<file path="config.mk">
export PLATFORM = sky130hd
export DESIGN_NAME = sdv_root_cell
export DESIGN_NICKNAME = d
export VERILOG_FILES = /design/src/hdl/sdv_pkg.sv /design/src/hdl/sdv_root_cell.sv
export SDC_FILE = /design/constraint.sdc
export NUM_CORES = 1
export LEC_CHECK = 0
export ABC_AREA = 1
export BUFFER_PORTS_ARGS = -buffer_cell sky130_fd_sc_hd__buf_2
export CORE_ASPECT_RATIO = 0.9
export CORE_MARGIN = 3
export CORE_UTILIZATION = 45
export DETAILED_ROUTE_END_ITERATION = 8
export PLACE_DENSITY = 0.77
export SYNTH_ARGS = -nofsm -noshare
export SYNTH_HDL_FRONTEND = slang
export SYNTH_SLANG_ARGS = --single-unit
</file>
<file path="constraint.sdc">
create_clock -name clk -period 1.83 [get_ports clk]
set_input_delay 0.183 -clock clk [delete_from_list [all_inputs] [get_ports clk]]
set_output_delay 0.183 -clock clk [all_outputs]
set_load 0.05 [all_outputs]
</file>
<file path="src/hdl/sdv_pkg.sv">
// Shared types and register codes for the sphere signed-distance voxel core.
package sdv_pkg;

  typedef struct packed {
    logic [7:0] x_index;
    logic [7:0] y_index;
    logic [7:0] z_index;
    logic       kind;
  } item_t;

  typedef struct packed {
    logic signed [31:0] distance_value;
    logic               saturated;
  } result_t;

  typedef enum logic [2:0] {
    REG_OFFSET_X       = 3'd0,
    REG_OFFSET_Y       = 3'd1,
    REG_OFFSET_Z       = 3'd2,
    REG_STEP_X         = 3'd3,
    REG_STEP_Y         = 3'd4,
    REG_STEP_Z         = 3'd5,
    REG_RADIUS         = 3'd6,
    REG_HALF_THICKNESS = 3'd7
  } reg_index_t;

  localparam int unsigned RootBits = 32;
  localparam int unsigned RadBits  = 2 * RootBits;
  localparam int unsigned RemBits  = RootBits + 3;

  // State handed from one square-root cell to the next.
  typedef struct packed {
    logic                 valid;
    logic                 kind;
    logic                 flag;
    logic [RadBits-1:0]   radicand;
    logic [RemBits-1:0]   rem;
    logic [RootBits-1:0]  root;
  } root_link_t;

endpackage

</file>
<file path="src/hdl/sdv_root_cell.sv">
// One restoring square-root cell: settles one root bit per cycle while en is high.
module sdv_root_cell (
  input  logic                clk,
  input  logic                rst,
  input  logic                en,
  input  sdv_pkg::root_link_t link_in,
  output sdv_pkg::root_link_t link_out
);
  import sdv_pkg::*;

  logic [RemBits-1:0] rem_sh;
  logic [RemBits-1:0] trial;
  logic               fits;

  assign rem_sh = {link_in.rem[RemBits-3:0], link_in.radicand[RadBits-1 -: 2]};
  assign trial  = {1'b0, link_in.root, 2'b01};
  assign fits   = rem_sh >= trial;

  always_ff @(posedge clk) begin
    if (rst) begin
      link_out.valid <= 1'b0;
    end else if (en) begin
      link_out.valid <= link_in.valid;
    end
  end

  always_ff @(posedge clk) begin
    if (en) begin
      link_out.kind     <= link_in.kind;
      link_out.flag     <= link_in.flag;
      link_out.radicand <= {link_in.radicand[RadBits-3:0], 2'b00};
      link_out.rem      <= fits ? (rem_sh - trial) : rem_sh;
      link_out.root     <= {link_in.root[RootBits-2:0], fits};
    end
  end

endmodule

</file>
==> flow_metrics.py <==
metrics = {
    "outcome": {
        "status": "finished clean",
    },
    "global_route": {
        "use_met2_pct": 49.5,
        "met1_usage_pct": 33.2,
        "grt-ovfl-total": 0,
        "grt_max_degree": 56,
        "grt_usage_pct": 28.0,
        "grt_pass1_wl_um": 38000,
        "grt_busiest_layer": "met2",
        "use_met3_pct": 7.52,
        "grt_pass1_vias": 7205,
        "antenna_found_initial": 3,
    },
    "final_layout": {
        "reg.largest.list": "link_out x132",
        "finalNetCount": 1442,
        "fin_area_um2": 11000,
        "syn2layout_area_growth_pct": 55.3,
        "largest_reg_flops": 132,
        "largest_register": "link_out",
        "post-route-util_pct": 73.1,
        "layout-drive-gt1-share_pct": 33.3,
    },
    "timing": {
        "max_freq_mhz": 591,
        "hold_violations": 0,
        "finalClockSkew_ns": 0,
        "setup_violations": 0,
        "fin_crit_sh_pct": 92.5,
        "setup_slack_ns": 0.138,
        "finalCriticalPeriod_ns": 1.69,
        "slew_viol_final": 0,
    },
    "clock_tree": {
        "clk_pin_slew_ns": 0.06,
        "cts_sinks": 132,
        "cts_max_path_buffers": 2,
        "clock_latency_ns": 0.43,
        "cts_inserted_buffers": 17,
        "clockRootBuffer": "clkbuf_16",
        "cts_tree": "yes",
        "ctsHtreeMaxLevel": 4,
    },
    "worst_setup_path": {
        "r2r_cells": 2,
        "crit_type": "primary input to register",
        "crit_path_end": "link_out[50]",
        "cp.arrival_ns": 1.88,
        "slowest_delay_ns": 0.34,
        "cp_max_fo": 3,
        "worstPathRequired_ns": 2.02,
        "crit_top_cell": "nand2_1",
        "r2r-end": "link_out[133]",
        "critPathCaptureType": "register",
        "r2r_setup_slack_ns": 1.23,
        "cp-startpoint": "link_in[15]",
        "path_cells": "buf_2 > inv_1 > ha_1 > buf_4 > nand2_1 > nand2_1 > inv_1 > nand2_1 > a21oi_1 > nand3_1 > xor2_1 > nand2_1 > nand2_1",
        "slowest_stage": "ha_1",
        "critPathLaunchType": "primary input",
        "worst_r2r_startpoint": "link_out[133]",
    },
    "die": {
        "design.core.area_um2": 15000,
        "num_rows": 42,
        "die_h_um": 125,
        "dieArea_um2": 17300,
        "initial_utilization_pct": 47.1,
        "pin_count": 271,
        "die_w_um": 138,
    },
    "power": {
        "ir_drop_uv": 735,
        "p_per_area_nw_per_um2": 916,
        "p_leak_nw": 5.59,
    },
    "placement": {
        "placed_area_um2": 9400,
        "place_hpwl_um": 16800,
        "gp_congestion": 0.940,
        "port_buffers": 266,
        "dp_slack_ns": -0.358,
    },
    "logic_synthesis": {
        "ys_seq_elements": 132,
        "syn-instance-count": 794,
        "yosysSeqAreaShare_pct": 55.9,
        "ys_warn_count": 0,
        "syn_area_per_cell_um2": 8.91,
        "synth.distinct_cells": 29,
        "syn-cell-area_um2": 7070,
    },
    "drt": {
        "drc_errors": 0,
        "num_vias": 7156,
        "drtPass1Iterations": 5,
        "ant_nets": 0,
        "wl_per_cell_um": 16.6,
        "routed_wl_um": 24600,
        "drtIter0Drc": 501,
        "via_per_inst": 4.82,
    },
    "min_path": {
        "holdPathStages": 3,
        "hold_class": "primary input to register",
    },
    "job": {
        "drv_cap": 0,
    },
}
-- where the power goes --
| part | switching, mW | leakage, nW | internal [mW] |
|---|---|---|---|
| Clock | 1.40 | 0.260 | 1.75 |
| Combinational | 2.10 | 4.04 | 1.03 |
| Sequential | 0.0862 | 1.29 | 3.68 |
-- how the worst min path moves through the flow --
stage	startpoint	to	slack [ns]
floorplan	rst	link_out[133]	0.26
global placement	rst	link_out[133]	0.34
detailed placement	rst	link_out[133]	0.36
CTS	link_in[28]	link_out[29]	0.02
global route	link_in[133]	link_out[133]	0.03
finish	link_in[133]	link_out[133]	0.03
-- placed cells by master, fill, tap and decap left out, types with 2 or more instances in the layout --
cell type	n
o21a_1	2
xor2_1	16
clkinvlp_4	2
a21oi_2	4
diode_2	2
nor2_2	9
dlygate4sd3_1	95
buf_2	265
clkinv_2	3
nand3b_1	9
inv_1	126
o21ai_0	6
clkbuf_1	2
inv_6	4
nand2_2	4
buf_12	2
nand3_2	2
conb_1	2
ha_4	5
o21bai_1	3
nor2_1	66
edfxtp_1	131
nor3_1	6
a21o_1	2
ha_1	29
clkinv_4	4
nand3_1	34
nand4_1	4
buf_4	102
xnor2_1	2
nand2_1	299
clkbuf_16	17
a21oi_1	20
-- routing by layer --
metal  routed length (um)  vias to the layer above  part of all wire, %
met2                12300                      290                   50
met4                  714                        4                  2.9
li1                     -                     3504                    -
met5                   30                        -                 0.12
met1                 9810                     3303                   40
met3                 1770                       55                  7.2
-- per-stage QoR --
stage	instances	total power [mW]	hold slack, ns	setup TNS, ns
4_1_cts	1482	9.97	0.0243	0
3_5_place_dp	1355	6.70	0.356	-11.90
3_3_place_gp	1355	6.65	0.342	-8.90
6_report	1484	10.1	0.0270	0
5_1_grt	1483	10.4	0.0294	-0.0279
2_1_floorplan	795	5.68	0.255	0
-- cells in the mapped netlist --
master | count | share of area, %
inv_4 | 1 | 0.088
nand4_1 | 4 | 0.35
nand3_2 | 2 | 0.28
nand2_1 | 302 | 16
buf_6 | 3 | 0.48
nand3_1 | 34 | 2.4
nand3b_1 | 9 | 0.96
a21o_1 | 2 | 0.21
nand2_2 | 1 | 0.088
nor3_1 | 6 | 0.42
dfxtp_1 | 1 | 0.28
ha_1 | 34 | 6.0
xor2_1 | 16 | 2.0
conb_1 | 1 | 0.053
inv_1 | 126 | 6.7
o21ai_0 | 6 | 0.42
xnor2_1 | 2 | 0.25
buf_4 | 5 | 0.53
o21a_1 | 2 | 0.21
nand2_4 | 1 | 0.16
a21oi_1 | 23 | 1.6
edfxtp_1 | 131 | 56
o21bai_1 | 3 | 0.32
a21oi_2 | 1 | 0.12
nor2_1 | 71 | 3.8
mux2i_1 | 1 | 0.14
a211oi_1 | 1 | 0.11
inv_2 | 1 | 0.053
nor2_2 | 4 | 0.35
-- layout make-up --
type | count | area (um2)
Antenna cell | 2 | 5.00
Clock buffer | 19 | 433
Clock inverter | 13 | 103
Fill cell | 1072 | 4040
Inverter | 128 | 485
Multi-Input combinational cell | 527 | 2660
Sequential cell | 132 | 3950
Tap cell | 198 | 248
Timing Repair Buffer | 465 | 3090
-- worst max-delay path: cells and delay by family --
family / cells / cell delay (ns)
adder cells (fa/ha/maj): 1 / 0.34
AND/OR/NAND/NOR: 6 / 0.54
buffers and inverters: 4 / 0.37
XOR/XNOR: 1 / 0.19
AO/OA/AOI/OAI: 1 / 0.25
-- cell families after synthesis --
family	share of synthesized area [%]
XOR/XNOR	2.23
flip-flops	55.9
AND/OR/NAND/NOR	24.8
multiplexers	0.141
other	0.0530
buffers and inverters	7.84
AO/OA/AOI/OAI	3.02
adder cells (fa/ha/maj)	6.01
-- repair_timing --
action,CTS,global route
buffers inserted,0,0
hold endpoints to repair,95,0
hold buffers,95,0
gates resized for setup,0,17
endpoints found under the setup margin,0,35
Power figures use the tool's default switching activity.
