[src/hdl/sdv_pkg.sv]
// Shared types and register codes for the sphere signed-distance voxel core.
package sdv_pkg;

  typedef struct packed {
    logic [7:0] x_index;
    logic [7:0] y_index;
    logic [7:0] z_index;
    logic       kind;
  } item_t;

  typedef struct packed {
    logic signed [31:0] distance_value;
    logic               saturated;
  } result_t;

  typedef enum logic [2:0] {
    REG_OFFSET_X       = 3'd0,
    REG_OFFSET_Y       = 3'd1,
    REG_OFFSET_Z       = 3'd2,
    REG_STEP_X         = 3'd3,
    REG_STEP_Y         = 3'd4,
    REG_STEP_Z         = 3'd5,
    REG_RADIUS         = 3'd6,
    REG_HALF_THICKNESS = 3'd7
  } reg_index_t;

  localparam int unsigned RootBits = 32;
  localparam int unsigned RadBits  = 2 * RootBits;
  localparam int unsigned RemBits  = RootBits + 3;

  // State handed from one square-root cell to the next.
  typedef struct packed {
    logic                 valid;
    logic                 kind;
    logic                 flag;
    logic [RadBits-1:0]   radicand;
    logic [RemBits-1:0]   rem;
    logic [RootBits-1:0]  root;
  } root_link_t;

endpackage

[src/hdl/sdv_axis.sv]
// One axis: clipped position offset + step * index, then its square.
module sdv_axis (
  input  logic               clk,
  input  logic               en,
  input  logic signed [31:0] offset,
  input  logic [30:0]        step,
  input  logic [7:0]         index,
  output logic [63:0]        sq,
  output logic               clip
);
  import sdv_pkg::*;

  logic [38:0]        prod;
  logic signed [40:0] pos;
  logic signed [31:0] pos_clip;
  logic               pos_over;
  logic [31:0]        mag_comb;
  logic [31:0]        mag;
  logic               mag_clip;

  assign prod = 39'(step) * 39'(index);
  assign pos  = $signed({{9{offset[31]}}, offset}) + $signed({2'b00, prod});

  always_comb begin
    pos_over = 1'b1;
    if (pos > $signed(41'h000_7FFF_FFFF)) begin
      pos_clip = 32'sh7FFF_FFFF;
    end else if (pos < $signed(41'h1FF_8000_0000)) begin
      pos_clip = 32'sh8000_0000;
    end else begin
      pos_clip = pos[31:0];
      pos_over = 1'b0;
    end
  end

  // Most negative value maps to 2^31, which still fits 32 unsigned bits.
  assign mag_comb = pos_clip[31] ? (~pos_clip + 32'd1) : pos_clip;

  always_ff @(posedge clk) begin
    if (en) begin
      mag      <= mag_comb;
      mag_clip <= pos_over;
      sq       <= {32'd0, mag} * {32'd0, mag};
      clip     <= mag_clip;
    end
  end

endmodule

[config.mk]
export PLATFORM = sky130hd
export DESIGN_NAME = sdv_axis
export DESIGN_NICKNAME = d
export VERILOG_FILES = /design/src/hdl/sdv_pkg.sv /design/src/hdl/sdv_axis.sv
export SDC_FILE = /design/constraint.sdc
export NUM_CORES = 2
export LEC_CHECK = 0
export ABC_CLOCK_PERIOD_IN_PS = 30400
export BUFFER_PORTS_ARGS = -buffer_cell sky130_fd_sc_hd__buf_4
export CORE_MARGIN = 1.5
export CORE_UTILIZATION = 58
export DETAILED_ROUTE_END_ITERATION = 16
export PLACE_DENSITY = 0.75
export SLEW_MARGIN = 40
export SYNTH_ARGS = -nofsm -noshare
export SYNTH_HDL_FRONTEND = slang
export SYNTH_SLANG_ARGS = --single-unit
[constraint.sdc]
create_clock -name clk -period 30.4 [get_ports clk]
set_clock_uncertainty 0.1 [all_clocks]
set_input_delay 1.52 -clock clk [delete_from_list [all_inputs] [get_ports clk]]
set_output_delay 1.52 -clock clk [all_outputs]
set_load 0.05 [all_outputs]
==> metrics.txt <==
# TYPE chip_impl_metric gauge
chip_impl_metric{name="internal_reg_to_reg_setup_slack",unit="ns"} 20.19
chip_impl_metric{name="total_negative_setup_slack",unit="ns"} 0
chip_impl_metric{name="cp_peak_stage_delay",unit="ns"} 0.76
chip_impl_metric{name="clk_pin_slew",unit="ns"} 0.08
chip_impl_metric{name="num_io_pins",unit=""} 138
chip_impl_metric{name="max_slew.worst_pin.slew",unit="ns"} 0.848
chip_impl_info{name="path_type_of_the_worst_setup_path",value="in -> reg"} 1
chip_impl_info{name="min_delay_startpoint",value="mag_clip"} 1
chip_impl_metric{name="synth-edff-count",unit=""} 97
chip_impl_metric{name="timing.critical_path.required",unit="ns"} 30.42
chip_impl_metric{name="numPlacedInstances",unit=""} 5627
chip_impl_metric{name="finish.cell_count_without_fillers",unit=""} 5649
chip_impl_metric{name="post_route_cells_drive_above_1_share",unit="%"} 5.06
chip_impl_metric{name="inserted_clock_buffers",unit=""} 9
chip_impl_metric{name="grt_start_max_net_pins",unit=""} 61
chip_impl_metric{name="placement_rows",unit=""} 99
chip_impl_metric{name="timing.critical_path.arrival",unit="ns"} 12.82
chip_impl_metric{name="final_standard_cell_utilization_of_the_core",unit="%"} 62.1
chip_impl_metric{name="async_reset_ff_share",unit="%"} 0
chip_impl_metric{name="critPathMaxFanout",unit=""} 31
chip_impl_info{name="timing.critical_path.from_type",value="input pin"} 1
chip_impl_metric{name="syn-num-nets",unit=""} 6084
chip_impl_metric{name="synth_seq_area_share",unit="%"} 6.73
chip_impl_metric{name="syn_to_final_growth",unit="%"} 5.24
chip_impl_metric{name="cts.sinks",unit=""} 97
chip_impl_metric{name="dr.first_iter.drc_count",unit=""} 1901
chip_impl_info{name="timing.critical_path.to_type",value="flip-flop"} 1
chip_impl_metric{name="report.final.slew_viol_count",unit=""} 0
chip_impl_info{name="tritoncts",value="built"} 1
chip_impl_info{name="grt_setup_unrepaired",value="false"} 1
chip_impl_info{name="slowest_cell_on_the_critical_path",value="nand3_1"} 1
chip_impl_metric{name="initial_core_util",unit="%"} 59.0
chip_impl_metric{name="vias_in_the_first_global_route",unit=""} 33682
chip_impl_metric{name="design.die.area",unit="sq mm"} 0.0762
chip_impl_metric{name="synth_instances",unit=""} 4649
chip_impl_metric{name="max-clock-path-buffers",unit=""} 2
chip_impl_info{name="synth_largest_area_cell",value="fa_1"} 1
chip_impl_metric{name="timing_hold_violations_final",unit=""} 0
chip_impl_metric{name="fin_hold_ws",unit="ns"} 0.325
chip_impl_metric{name="htree_levels",unit=""} 3
chip_impl_metric{name="synth_cell_types",unit=""} 95
chip_impl_metric{name="vias",unit=""} 31326
chip_impl_metric{name="r2r.worst_path.cells",unit=""} 30
chip_impl_metric{name="core_area",unit="sq mm"} 0.0733
chip_impl_metric{name="max-slew-margin-rel",unit="%"} 43.0
chip_impl_info{name="regToRegStartpoint",value="mag[20]"} 1
chip_impl_metric{name="cts_hold_buffers",unit=""} 0
chip_impl_metric{name="finalCritPeriodShare",unit="%"} 42.1
chip_impl_metric{name="port_buffers",unit=""} 136
chip_impl_metric{name="totalWireLength",unit="microns"} 105000
chip_impl_metric{name="gp_congestion",unit=""} 0.921
chip_impl_metric{name="first_pass_iters",unit=""} 6
chip_impl_info{name="cpMostUsedCell",value="and3_1"} 1
chip_impl_metric{name="layout_net_count",unit=""} 6114
chip_impl_metric{name="setup_viol",unit=""} 0
chip_impl_metric{name="netlist.area_leader.share",unit="%"} 45.5
chip_impl_metric{name="die_h",unit="microns"} 276
chip_impl_metric{name="cts.repair.resized",unit=""} 0
chip_impl_info{name="hold_path.class",value="reg -> reg"} 1
chip_impl_metric{name="average_size_of_a_mapped_cell",unit="sq um"} 9.30
chip_impl_metric{name="drv.max_cap_violation_count",unit=""} 0
chip_impl_info{name="commonest_non_fill_non_tap_cells_in_the_layout",value="inv_1 (1,171), fa_1 (982), and2_1 (405)"} 1
chip_impl_metric{name="cts_setup_buffers",unit=""} 0
chip_impl_info{name="sink_of_the_worst_hold_path",value="clip"} 1
chip_impl_info{name="root_buffer",value="clkbuf_16"} 1
chip_impl_metric{name="grt-ovfl-total",unit=""} 0
chip_impl_metric{name="grt_antenna_before_repair",unit=""} 10
chip_impl_info{name="most_frequent_standard_cell_in_the_layout_excluding_fill_and_tap_cells",value="inv_1"} 1
chip_impl_metric{name="grt_pass1_wl",unit="microns"} 175000
chip_impl_metric{name="dieWidth",unit="microns"} 276
chip_impl_metric{name="drcViolationCount",unit=""} 0
chip_impl_info{name="worst_r2r_endpoint",value="sq[60]"} 1
chip_impl_metric{name="netlist_area",unit="sq mm"} 0.0433
chip_impl_info{name="ys_dominant_reg_cell",value="edfxtp_1"} 1
chip_impl_metric{name="post_drt_via_cell_ratio",unit=""} 5.55
chip_impl_metric{name="dp_hpwl",unit="microns"} 85400
chip_impl_metric{name="post-route-min-period",unit="ns"} 12.80
chip_impl_metric{name="grt_usage",unit="%"} 28.9
chip_impl_metric{name="synth-warning-count",unit=""} 0
chip_impl_metric{name="worst_skew_pair.late_latency",unit="ns"} 0.38
chip_impl_metric{name="achievable-frequency",unit="MHz"} 78.1
chip_impl_info{name="netlist_top_cells_area",value="fa_1 (45%), ha_1 (11%), inv_1 (10%)"} 1
chip_impl_metric{name="hold_depth",unit=""} 0
chip_impl_metric{name="wl_per_cell",unit="microns"} 18.6
chip_impl_metric{name="drt.antenna.violating_nets",unit=""} 0
chip_impl_metric{name="postSynthRegisterBits",unit=""} 97
chip_impl_info{name="status",value="finished clean"} 1
cells by family after synthesis:
family	after synthesis	share of synthesized area, %
simple gates	1190	13.9
buf+inv	1330	11.6
xor+xnor	141	2.87
compound gates	519	8.23
mux	9	0.214
flops	97	6.73
fa+ha+maj	1362	56.4
other cells	1	0.00867
metal layers:
layer | track usage (%) | up-vias | part of all wire [%]
met1 | 38.6 | 15766 | 42
met3 | 5.75 | 205 | 7.8
met5 | 0 | - | 0.14
li1 | - | 14214 | -
met2 | 48.0 | 1123 | 48
met4 | 7.98 | 18 | 2.8
worst max-delay path, delay by kind of cell:
family / cells / cell delay [ns]
adder cells (fa/ha/maj): 7 / 2.99
AO/OA/AOI/OAI: 14 / 3.69
AND/OR/NAND/NOR: 15 / 4.16
XOR/XNOR: 1 / 0.07
buffers and inverters: 3 / 0.39
worst max path at each step:
| stage | from | to | slack [ns] |
|---|---|---|---|
| 2_1_floorplan | index[2] | mag[20] | 19.51 |
| 5_1_grt | index[3] | mag[28] | 16.70 |
| 3_3_place_gp | index[3] | mag[20] | 17.70 |
| 6_report | index[4] | mag[20] | 17.60 |
| 4_1_cts | index[3] | mag[22] | 17.74 |
| 3_5_place_dp | index[3] | mag[22] | 17.37 |
synth_stat cells, drive strengths merged (6+ instances only):
cell type	n
or3	11
o21a	19
o21ai	85
a21oi	155
nand2b	22
a31oi	17
and2	405
mux2i	7
nand4	23
a21o	89
o211ai	23
buf	12
and3	19
a211oi	8
nor4	13
xor2	47
a211o	8
nand3	39
nor2	174
nand2	392
clkbuf	144
fa	982
or2	13
nor3	37
inv	1171
nor2b	20
a221oi	7
ha	380
a22oi	6
edfxtp	97
o21bai	16
o41ai	6
o31ai	10
a2111oi	9
nand3b	7
xnor2	94
final cells by class:
class / count / area [sq um]
diodes: 6 / 15.0
clock buffers: 10 / 229
clock inverters: 6 / 71.3
fillers: 6212 / 27800
inverters: 1174 / 4410
multi-input cells: 3222 / 35400
flip-flops and latches: 97 / 2910
well taps: 959 / 1200
repair buffers: 175 / 1320
sequential cells by signal, indices dropped and copies added (netlist names):
name	count
sq	63
mag	32
clip	1
mag_clip	1
stage by stage:
step	setup WS, ns	area (sq um)
5_1_grt	16.70	45500
2_1_floorplan	19.51	43300
3_3_place_gp	17.70	45200
4_1_cts	17.74	45500
3_5_place_dp	17.37	45200
6_report	17.60	45500
Power is left out: the tool's default activity adds up to more than one toggle a clock period on the data nets, which glitch-free logic cannot reach.
